## src/sv/fht_pkg.sv

```systemverilog
// Shared types and constants for the floor heating thermostat.
// Used by every module of the block; depends on nothing.
`default_nettype none

package fht_pkg;

    // Field widths fixed by the register map and result format.
    localparam int SP_W        = 8;
    localparam int HOLD_CFG_W  = 20;
    localparam int CFG_IDX_W   = 3;
    localparam int CFG_DATA_W  = 20;

    // Default parameter values.
    localparam int DEF_TEMP_WIDTH = 16;
    localparam int DEF_HOLD_WIDTH = 20;

    // Register reset values.
    localparam logic [SP_W-1:0]       RST_USER_SP    = 8'd0;
    localparam logic [SP_W-1:0]       RST_NIGHT_RED  = 8'd2;
    localparam logic [SP_W-1:0]       RST_SP_MIN     = 8'd6;
    localparam logic [SP_W-1:0]       RST_SP_MAX     = 8'd33;
    localparam logic [SP_W-1:0]       RST_ROOM_HYST  = 8'd8;
    localparam logic [SP_W-1:0]       RST_FLOOR_HYST = 8'd8;
    localparam logic [HOLD_CFG_W-1:0] RST_MIN_HOLD   = 20'd300000;

    // Register indexes on the configuration port.
    typedef enum logic [CFG_IDX_W-1:0] {
        CFG_USER_SETPOINT    = 3'd0,
        CFG_NIGHT_REDUCTION  = 3'd1,
        CFG_SETPOINT_MIN     = 3'd2,
        CFG_SETPOINT_MAX     = 3'd3,
        CFG_ROOM_HYSTERESIS  = 3'd4,
        CFG_FLOOR_HYSTERESIS = 3'd5,
        CFG_MIN_HOLD_TICKS   = 3'd6
    } cfg_index_t;

    // Current register contents.
    typedef struct packed {
        logic [SP_W-1:0]       user_setpoint;
        logic [SP_W-1:0]       night_reduction;
        logic [SP_W-1:0]       setpoint_min;
        logic [SP_W-1:0]       setpoint_max;
        logic [SP_W-1:0]       room_hysteresis;
        logic [SP_W-1:0]       floor_hysteresis;
        logic [HOLD_CFG_W-1:0] min_hold_ticks;
    } cfg_t;

    // Mode flags of one input word.
    typedef struct packed {
        logic day_mode;
        logic window1_closed;
        logic window2_closed;
        logic heating_enabled;
        logic time_tick;
    } mode_t;

    // One result word.
    typedef struct packed {
        logic [SP_W-1:0] internal_setpoint;
        logic            heat_demand;
        logic            relay_command;
        logic            relay_update;
        logic            floor_over_limit;
    } result_t;

endpackage

`default_nettype wire

```

## src/sv/fht_setpoint.sv

```systemverilog
// Working setpoint selection: frost, day or night setpoint, then clamping.
// Depends on fht_pkg.
`default_nettype none

module fht_setpoint (
    input  fht_pkg::cfg_t              cfg,
    input  fht_pkg::mode_t             mode,
    output logic [fht_pkg::SP_W-1:0]   setpoint
);
    import fht_pkg::*;

    logic signed [SP_W+1:0] raw;
    logic signed [SP_W+1:0] upper;
    logic signed [SP_W+1:0] clamped;
    logic signed [SP_W+1:0] sp_min;
    logic signed [SP_W+1:0] sp_max;

    always_comb
    begin
        sp_min = $signed({2'b00, cfg.setpoint_min});
        sp_max = $signed({2'b00, cfg.setpoint_max});
        if (!mode.heating_enabled || !mode.window1_closed || !mode.window2_closed)
        begin
            raw = sp_min;
        end
        else if (!mode.day_mode)
        begin
            // Signed subtraction; a negative result is lifted by the lower clamp.
            raw = $signed({2'b00, cfg.user_setpoint}) - $signed({2'b00, cfg.night_reduction});
        end
        else
        begin
            raw = $signed({2'b00, cfg.user_setpoint});
        end
        // Upper clamp first, so inverted limits resolve to the minimum.
        upper   = (raw > sp_max) ? sp_max : raw;
        clamped = (upper < sp_min) ? sp_min : upper;
    end

    assign setpoint = clamped[SP_W-1:0];

endmodule

`default_nettype wire

```

## src/sv/fht_regulator.sv

```systemverilog
// Room two-point regulator, floor over-limit latch and relay hold timer.
// Holds the regulator state; depends on fht_pkg.
`default_nettype none

module fht_regulator #(
    parameter int TEMP_WIDTH = fht_pkg::DEF_TEMP_WIDTH,
    parameter int HOLD_WIDTH = fht_pkg::DEF_HOLD_WIDTH
) (
    input  logic                             clk,
    input  logic                             rst_n,
    input  logic                             step,
    input  fht_pkg::cfg_t                    cfg,
    input  logic signed [TEMP_WIDTH-1:0]     room_temp,
    input  logic signed [TEMP_WIDTH-1:0]     floor_temp,
    input  logic                             time_tick,
    input  logic [fht_pkg::SP_W-1:0]         setpoint,
    output fht_pkg::result_t                 result
);
    import fht_pkg::*;

    localparam int CMP_W = TEMP_WIDTH + 2;
    localparam int HC_W  = (HOLD_WIDTH > HOLD_CFG_W) ? HOLD_WIDTH : HOLD_CFG_W;
    localparam logic [HOLD_WIDTH-1:0] HOLD_MAX = {HOLD_WIDTH{1'b1}};

    logic                  demand_reg,    demand_next;
    logic                  latch_reg,     latch_next;
    logic                  committed_reg, committed_next;
    logic [HOLD_WIDTH-1:0] hold_reg,      hold_next;

    logic signed [CMP_W-1:0] room_x;
    logic signed [CMP_W-1:0] floor_x;
    logic signed [CMP_W-1:0] room_ref;
    logic signed [CMP_W-1:0] room_low;
    logic signed [CMP_W-1:0] floor_ref;
    logic signed [CMP_W-1:0] floor_low;
    logic                    room_demand;
    logic [HOLD_WIDTH-1:0]   hold_inc;
    logic                    commit;

    always_comb
    begin
        room_x    = $signed({{2{room_temp[TEMP_WIDTH-1]}}, room_temp});
        floor_x   = $signed({{2{floor_temp[TEMP_WIDTH-1]}}, floor_temp});
        room_ref  = $signed({{(CMP_W-SP_W-4){1'b0}}, setpoint, 4'b0000});
        room_low  = room_ref - $signed({{(CMP_W-SP_W){1'b0}}, cfg.room_hysteresis});
        floor_ref = $signed({{(CMP_W-SP_W-4){1'b0}}, cfg.setpoint_max, 4'b0000});
        floor_low = floor_ref - $signed({{(CMP_W-SP_W){1'b0}}, cfg.floor_hysteresis});

        if (room_x > room_ref)
        begin
            room_demand = 1'b0;
        end
        else if (room_x <= room_low)
        begin
            room_demand = 1'b1;
        end
        else
        begin
            room_demand = demand_reg;
        end

        if (floor_x >= floor_ref)
        begin
            latch_next = 1'b1;
        end
        else if (floor_x < floor_low)
        begin
            latch_next = 1'b0;
        end
        else
        begin
            latch_next = latch_reg;
        end

        demand_next = room_demand && !latch_next;

        // The counter saturates; the commit test sees the incremented value.
        hold_inc = (time_tick && (hold_reg != HOLD_MAX)) ? hold_reg + 1'b1 : hold_reg;
        commit   = (committed_reg != demand_next)
                   && (HC_W'(hold_inc) > HC_W'(cfg.min_hold_ticks));

        committed_next = commit ? demand_next : committed_reg;
        hold_next      = commit ? '0 : hold_inc;

        result.internal_setpoint = setpoint;
        result.heat_demand       = demand_next;
        result.relay_command     = committed_next;
        result.relay_update      = commit;
        result.floor_over_limit  = latch_next;
    end

    always_ff @(posedge clk or negedge rst_n)
    begin
        if (!rst_n)
        begin
            demand_reg    <= 1'b0;
            latch_reg     <= 1'b0;
            committed_reg <= 1'b1;
            hold_reg      <= '0;
        end
        else if (step)
        begin
            demand_reg    <= demand_next;
            latch_reg     <= latch_next;
            committed_reg <= committed_next;
            hold_reg      <= hold_next;
        end
    end

endmodule

`default_nettype wire

```

## src/sv/floor_heating_thermostat_top.sv

```systemverilog
// Top level of the floor heating thermostat: input register, configuration
// registers, result register. Depends on fht_pkg, fht_setpoint, fht_regulator.
`default_nettype none

// The thermostat takes one word per cycle while in_stall is low and returns one
// result word per input word, passed from the input register to the result register.
// A word is first captured in an input register; when the stage advances, the setpoint
// selection, the room and floor comparisons and the relay hold timer update all
// the state at once and the result is written to the output register. Both
// registers run back to back, so the sustained rate is one word per clock while out_stall
// is low, and a new word is still accepted while a finished result waits on out_stall.
// The configuration port is always ready. Registers should be written only
// while no word is in flight, as the regulator reads them directly.
// Temperatures are signed in sixteenths of a degree; setpoints are whole
// degrees. The relay hold counter is HOLD_WIDTH bits wide and saturates.
module floor_heating_thermostat_top #(
    parameter int TEMP_WIDTH = fht_pkg::DEF_TEMP_WIDTH,
    parameter int HOLD_WIDTH = fht_pkg::DEF_HOLD_WIDTH
) (
    input  logic                                 clk,
    input  logic                                 rst_n,
    // Configuration write channel.
    input  logic                                 cfg_valid,
    output logic                                 cfg_ready,
    input  logic [fht_pkg::CFG_IDX_W-1:0]        cfg_index,
    input  logic [fht_pkg::CFG_DATA_W-1:0]       cfg_data,
    // Input channel.
    input  logic                                 in_valid,
    output logic                                 in_stall,
    input  logic signed [TEMP_WIDTH-1:0]         room_temp,
    input  logic signed [TEMP_WIDTH-1:0]         floor_temp,
    input  logic                                 day_mode,
    input  logic                                 window1_closed,
    input  logic                                 window2_closed,
    input  logic                                 heating_enabled,
    input  logic                                 time_tick,
    // Output channel.
    output logic                                 out_valid,
    input  logic                                 out_stall,
    output logic [fht_pkg::SP_W-1:0]             internal_setpoint,
    output logic                                 heat_demand,
    output logic                                 relay_command,
    output logic                                 relay_update,
    output logic                                 floor_over_limit
);
    import fht_pkg::*;

    cfg_t cfg_reg;

    // Input register.
    logic                          in_valid_reg;
    logic signed [TEMP_WIDTH-1:0]  room_reg;
    logic signed [TEMP_WIDTH-1:0]  floor_reg;
    mode_t                         mode_reg;

    // Result register.
    logic                          out_valid_reg;
    result_t                       result_reg;

    logic                          take_in;
    logic                          advance;
    logic [SP_W-1:0]               setpoint;
    result_t                       result;

    // The stage advances when the output register is empty or being drained.
    assign advance   = in_valid_reg && (!out_valid_reg || !out_stall);
    assign in_stall  = in_valid_reg && !advance;
    assign take_in   = in_valid && !in_stall;
    assign cfg_ready = 1'b1;

    always_ff @(posedge clk or negedge rst_n)
    begin
        if (!rst_n)
        begin
            cfg_reg.user_setpoint    <= RST_USER_SP;
            cfg_reg.night_reduction  <= RST_NIGHT_RED;
            cfg_reg.setpoint_min     <= RST_SP_MIN;
            cfg_reg.setpoint_max     <= RST_SP_MAX;
            cfg_reg.room_hysteresis  <= RST_ROOM_HYST;
            cfg_reg.floor_hysteresis <= RST_FLOOR_HYST;
            cfg_reg.min_hold_ticks   <= RST_MIN_HOLD;
        end
        else if (cfg_valid && cfg_ready)
        begin
            case (cfg_index_t'(cfg_index))
                CFG_USER_SETPOINT:    cfg_reg.user_setpoint    <= cfg_data[SP_W-1:0];
                CFG_NIGHT_REDUCTION:  cfg_reg.night_reduction  <= cfg_data[SP_W-1:0];
                CFG_SETPOINT_MIN:     cfg_reg.setpoint_min     <= cfg_data[SP_W-1:0];
                CFG_SETPOINT_MAX:     cfg_reg.setpoint_max     <= cfg_data[SP_W-1:0];
                CFG_ROOM_HYSTERESIS:  cfg_reg.room_hysteresis  <= cfg_data[SP_W-1:0];
                CFG_FLOOR_HYSTERESIS: cfg_reg.floor_hysteresis <= cfg_data[SP_W-1:0];
                CFG_MIN_HOLD_TICKS:   cfg_reg.min_hold_ticks   <= cfg_data[HOLD_CFG_W-1:0];
                default:              ;
            endcase
        end
    end

    // Valid flags of both registers.
    always_ff @(posedge clk or negedge rst_n)
    begin
        if (!rst_n)
        begin
            in_valid_reg  <= 1'b0;
            out_valid_reg <= 1'b0;
        end
        else
        begin
            if (take_in)
            begin
                in_valid_reg <= 1'b1;
            end
            else if (advance)
            begin
                in_valid_reg <= 1'b0;
            end

            if (advance)
            begin
                out_valid_reg <= 1'b1;
            end
            else if (!out_stall)
            begin
                out_valid_reg <= 1'b0;
            end
        end
    end

    // Payload registers carry no reset.
    always_ff @(posedge clk)
    begin
        if (take_in)
        begin
            room_reg                 <= room_temp;
            floor_reg                <= floor_temp;
            mode_reg.day_mode        <= day_mode;
            mode_reg.window1_closed  <= window1_closed;
            mode_reg.window2_closed  <= window2_closed;
            mode_reg.heating_enabled <= heating_enabled;
            mode_reg.time_tick       <= time_tick;
        end
        if (advance)
        begin
            result_reg <= result;
        end
    end

    fht_setpoint u_setpoint (
        .cfg      (cfg_reg),
        .mode     (mode_reg),
        .setpoint (setpoint)
    );

    fht_regulator #(
        .TEMP_WIDTH (TEMP_WIDTH),
        .HOLD_WIDTH (HOLD_WIDTH)
    ) u_regulator (
        .clk        (clk),
        .rst_n      (rst_n),
        .step       (advance),
        .cfg        (cfg_reg),
        .room_temp  (room_reg),
        .floor_temp (floor_reg),
        .time_tick  (mode_reg.time_tick),
        .setpoint   (setpoint),
        .result     (result)
    );

    assign out_valid         = out_valid_reg;
    assign internal_setpoint = result_reg.internal_setpoint;
    assign heat_demand       = result_reg.heat_demand;
    assign relay_command     = result_reg.relay_command;
    assign relay_update      = result_reg.relay_update;
    assign floor_over_limit  = result_reg.floor_over_limit;

endmodule

`default_nettype wire

```

## config.mk

```make
export PLATFORM = sky130hd
export DESIGN_NAME = floor_heating_thermostat_top
export DESIGN_NICKNAME = d
export VERILOG_FILES = /design/src/sv/fht_pkg.sv /design/src/sv/fht_setpoint.sv /design/src/sv/fht_regulator.sv /design/src/sv/floor_heating_thermostat_top.sv
export SDC_FILE = /design/constraint.sdc
export NUM_CORES = 1
export LEC_CHECK = 0
export ABC_CLOCK_PERIOD_IN_PS = 17800
export BUFFER_PORTS_ARGS = -buffer_cell sky130_fd_sc_hd__clkbuf_2
export CAP_MARGIN = 40
export CORE_ASPECT_RATIO = 0.75
export CORE_MARGIN = 1.5
export CORE_UTILIZATION = 45
export DETAILED_ROUTE_END_ITERATION = 16
export PLACE_DENSITY_LB_ADDON = 0.2
export REMOVE_ABC_BUFFERS = 1
export SETUP_SLACK_MARGIN = 0.4
export SYNTH_ARGS = -nofsm -noshare
export SYNTH_HDL_FRONTEND = slang
export SYNTH_SLANG_ARGS = --single-unit
```

## constraint.sdc

```tcl
create_clock -name clk -period 17.8 [get_ports clk]
set_input_delay 4.45 -clock clk [delete_from_list [all_inputs] [get_ports clk]]
set_output_delay 4.45 -clock clk [all_outputs]
set_load 0.01 [all_outputs]
```

==> summary.md <==
| Metric | Value |
|---|---|
| Adder-cell share of the synthesized area | `13.8%` |
| CP most frequent cell | `ha_1` |
| Max Cap Viol | `0` |
| DRC Markers | `0` |
| Final Hold Vio Count | `0` |
| Startpoint Class | `flip-flop` |
| Critical Path Sink Type | `flip-flop` |
| Root buffer cell | `clkbuf_16` |
| Leading cell types in the layout, fill and taps excluded | `102 x ha_1, 82 x inv_1, 77 x dfrtp_1, 77 x clkbuf_2, 66 x nand2_1` |
| Final Skew | `0.0110 ns` |
| RSZ-0062 raised after global routing | `no` |
| Worst setup path class | `reg2reg` |
| Post-Syn Area | `around 9400 µm²` |
| Post-route setup TNS | `0 ns` |
| Post-synth EDFFs | `49` |
| Crit-path slowest cell | `dfstp_2` |
| ANT cells | `0` |
| Worst skew pair latency | `0.44 ns` |
| Syn_area_per_cell | `10.2 µm²` |
| Main combinational cell family by area after synthesis | `compound AO/OA/AOI/OAI gates` |
| First drt pass iteration count | `6` |
| Worst slew pin tran | `0.826 ns` |
| Filler cell count | `roughly 1900` |
| Wire length per cell | `17.5 µm` |
| Vias | `around 7000` |
| Pwr dens | `138 nW/µm²` |
| Tcrit/Tclk final | `~58%` |
| Gr usage total | `21.8%` |
| CTS H-tree lvls | `4` |
| Clk sinks | `142` |
| Worst-path fanout max | `17` |
| Share of post-route cells with drive strength above 1 | `20.5%` |
| Area of the die | `roughly 22000 µm²` |
| Hold Crit Class | `reg2reg` |
| Clk network pwr share | `about a quarter` |
| Detailed Place HPWL | `between 15000 and 20000 µm` |
| Seq pwr share | `30.6%` |
| Final min period | `10.35 ns` |
| Share of the synthesized area in the top cell type | `20.4%` |
| Leakage | `4.87 nW` |
| Vias in the first global route | `6635` |
| Status | `completed` |
| Commonest non-fill, non-tap cell in the layout | `ha_1` |
| First-pass GRT wire length | `around 36000 µm` |
| Post-CTS setup buffer count | `0` |
| Port-buffer cells | `78` |
| Yosys warning total | `0` |
| Final GP Congestion | `between 0.9 and 1` |
| Largest net degree at the start of global routing | `60` |
| WP data arrival | `10.66 ns` |
| Max-slew violations | `0` |
| Horiz. Die Dim | `170 µm` |
| Post-synth ARST share | `roughly two thirds` |
| Synth unique cells | `81` |
| F_max | `0.0966 GHz` |
| Design internal power | `between 0.0009 and 0.001 W` |
| GRT overflow | `0` |
| Post-CTS Hold Fix Bufs | `0` |
| Switching Power | `between 0.0005 and 0.0006 W` |
| CTS clk-pin slew, worst paths | `0.06 ns` |
| VDD IR max | `0.0000679 V` |
| CP max stage delay | `just over 0.5 ns` |
| Routed Wire Length | `22600 µm` |
| Longest Clk Path Bufs | `2` |
| CP required | `18.11 ns` |
| TritonCTS Buffers | `17` |
| Post-synthesis xor/xnor area fraction | `around 5.5%` |
| Post-Synth Simple-Gate Area | `between 10 and 15%` |
| Post-synthesis sequential area ratio | `about two fifths` |
| Post-CTS Resized | `0` |
| Die Span Y | `128 µm` |
| Synthesis-to-finish area growth | `13.8%` |
| Final setup fails | `0` |
| Post-Syn Instances | `920` |
| Combinational power share | `44.2%` |
| Violation count after the first detailed-route iteration | `459` |
| Initial Util | `a little under half` |
| Slew headroom | `44.7%` |
| Seq cells post-synth | `142` |
| Multiplexer share of the synthesized area | `under 10%` |
| Core Area | `20400 µm²` |
| Sw frac | `37.6%` |
| FP Rows | `45` |
| Final instance area | `10700 µm²` |
| Area of the multi-input gates | `5140 µm²` |
| Mean number of vias per cell | `5.44` |
| Max FFs per register | `68` |
| DP Area | `10100 µm²` |
| CTS tree | `yes` |
| Ranking of synthesized cells by area | `dfrtp_1 20%, edfxtp_1 16%, ha_1 14%` |
| Synth area leader | `dfrtp_1` |
| Post-synthesis compound-gate area fraction | `14.9%` |
| ANT nets after route | `0` |
| Ys flop type | `dfrtp_1` |
| Initial antenna violation count | `0` |
| Final nets | `between 1000 and 1500` |
| Storage cell area | `3820 µm²` |
| Num ports | `80` |
==> power by group through the flow <==
stage | combinational, W | clock [W] | sequential (W)
global placement | 0.000639 | 0 | 0.000459
CTS | 0.000654 | 0.000381 | 0.000454
detailed placement | 0.000646 | 0 | 0.000460
finish | 0.000655 | 0.000373 | 0.000454
global route | 0.000739 | 0.000396 | 0.000462
floorplan | 0.000491 | 0 | 0.000448
==> path summary, 6_finish.rpt <==
path | startpoint | end | slack [ns] | cells after the start
min | in_valid_reg | out_valid | 0.50 | 1
max reg2reg | cfg_reg[53] | u_regulator.hold_reg[9] | 7.45 | 44
min in group asynchronous | rst_n | cfg_reg[66] | 3.96 | 1
min reg2reg | in_valid_reg | out_valid | 0.50 | 1
max | cfg_reg[53] | u_regulator.hold_reg[9] | 7.45 | 44
max in group asynchronous | rst_n | out_valid | 12.71 | 2
==> layer usage <==
layer / routed length [µm] / track usage, % / vias to the layer above
met2: 9330 / 31.0 / 174
met5: 0 / 0 / -
met4: 265 / 5.62 / 0
met1: 11900 / 33.2 / 3332
li1: - / - / 3495
met3: 1140 / 4.88 / 23
==> cell usage after synthesis (all sizes together), types with 3 or more instances <==
library cell    n
o21a           10
and2           10
mux2           54
buf             7
nand4          25
a21boi          3
o2111ai         6
a31oi           6
o21bai          6
nor4b           3
nor3           17
nor4            3
o311ai         19
a211oi          8
o21ai          52
and3            6
mux2i           3
o31a            4
ha            102
xor2           26
a21oi          32
nor2b          10
xnor2          33
nand2b          8
o211ai          6
edfxtp         49
inv            83
a21o           21
and4            5
nand2          66
or2             3
nand4b          4
dfstp          16
nor2           57
or3             3
nor3b           3
clkbuf         20
nand3          19
o31ai           4
dfrtp          77
==> layout make-up <==
type                            instances  area share (%)
Clock buffer                           21            4.60
Inverter                               83            2.91
Tap cell                              282            3.29
Sequential cell                       142            35.6
Clock inverter                         11            1.19
Multi-Input combinational cell        666            47.9
Timing Repair Buffer                   87            4.45
==> cells by family (layout without fill, tap and decap cells) <==
| group | Yosys count | count (layout) |
|---|---|---|
| xor gates and xnor gates | 59 | 59 |
| buffers and inverters | 112 | 202 |
| DFF | 142 | 142 |
| adders and majority gates | 103 | 103 |
| other | 1 | 1 |
| AOI/OAI and AO/OA | 196 | 196 |
| and+or+nand+nor | 250 | 250 |
| muxes | 57 | 57 |
==> critical path, delay by kind of cell, from the launching register on <==
family / cells / cell delay, ns
adder cells (fa/ha/maj): 6 / 1.81
multiplexers: 2 / 0.85
flip-flops: 1 / 0.51
AO/OA/AOI/OAI: 20 / 4.22
AND/OR/NAND/NOR: 13 / 2.39
buffers and inverters: 3 / 0.42
==> metrics by stage <==
step | instances | power [W] | utilization (%) | hold slack, ns | setup WS (ns)
2_1_floorplan | 891 | 0.000939 | - | 0.450 | 8.52
3_3_place_gp | 1258 | 0.00110 | 49.4 | 0.467 | 7.51
3_5_place_dp | 1260 | 0.00111 | 49.5 | 0.477 | 7.66
4_1_cts | 1292 | 0.00149 | 52.6 | 0.492 | 7.60
5_1_grt | 1292 | 0.00160 | 52.6 | 0.513 | 6.60
6_report | 1292 | 0.00148 | 52.6 | 0.499 | 7.45
Power figures use the tool's default switching activity.
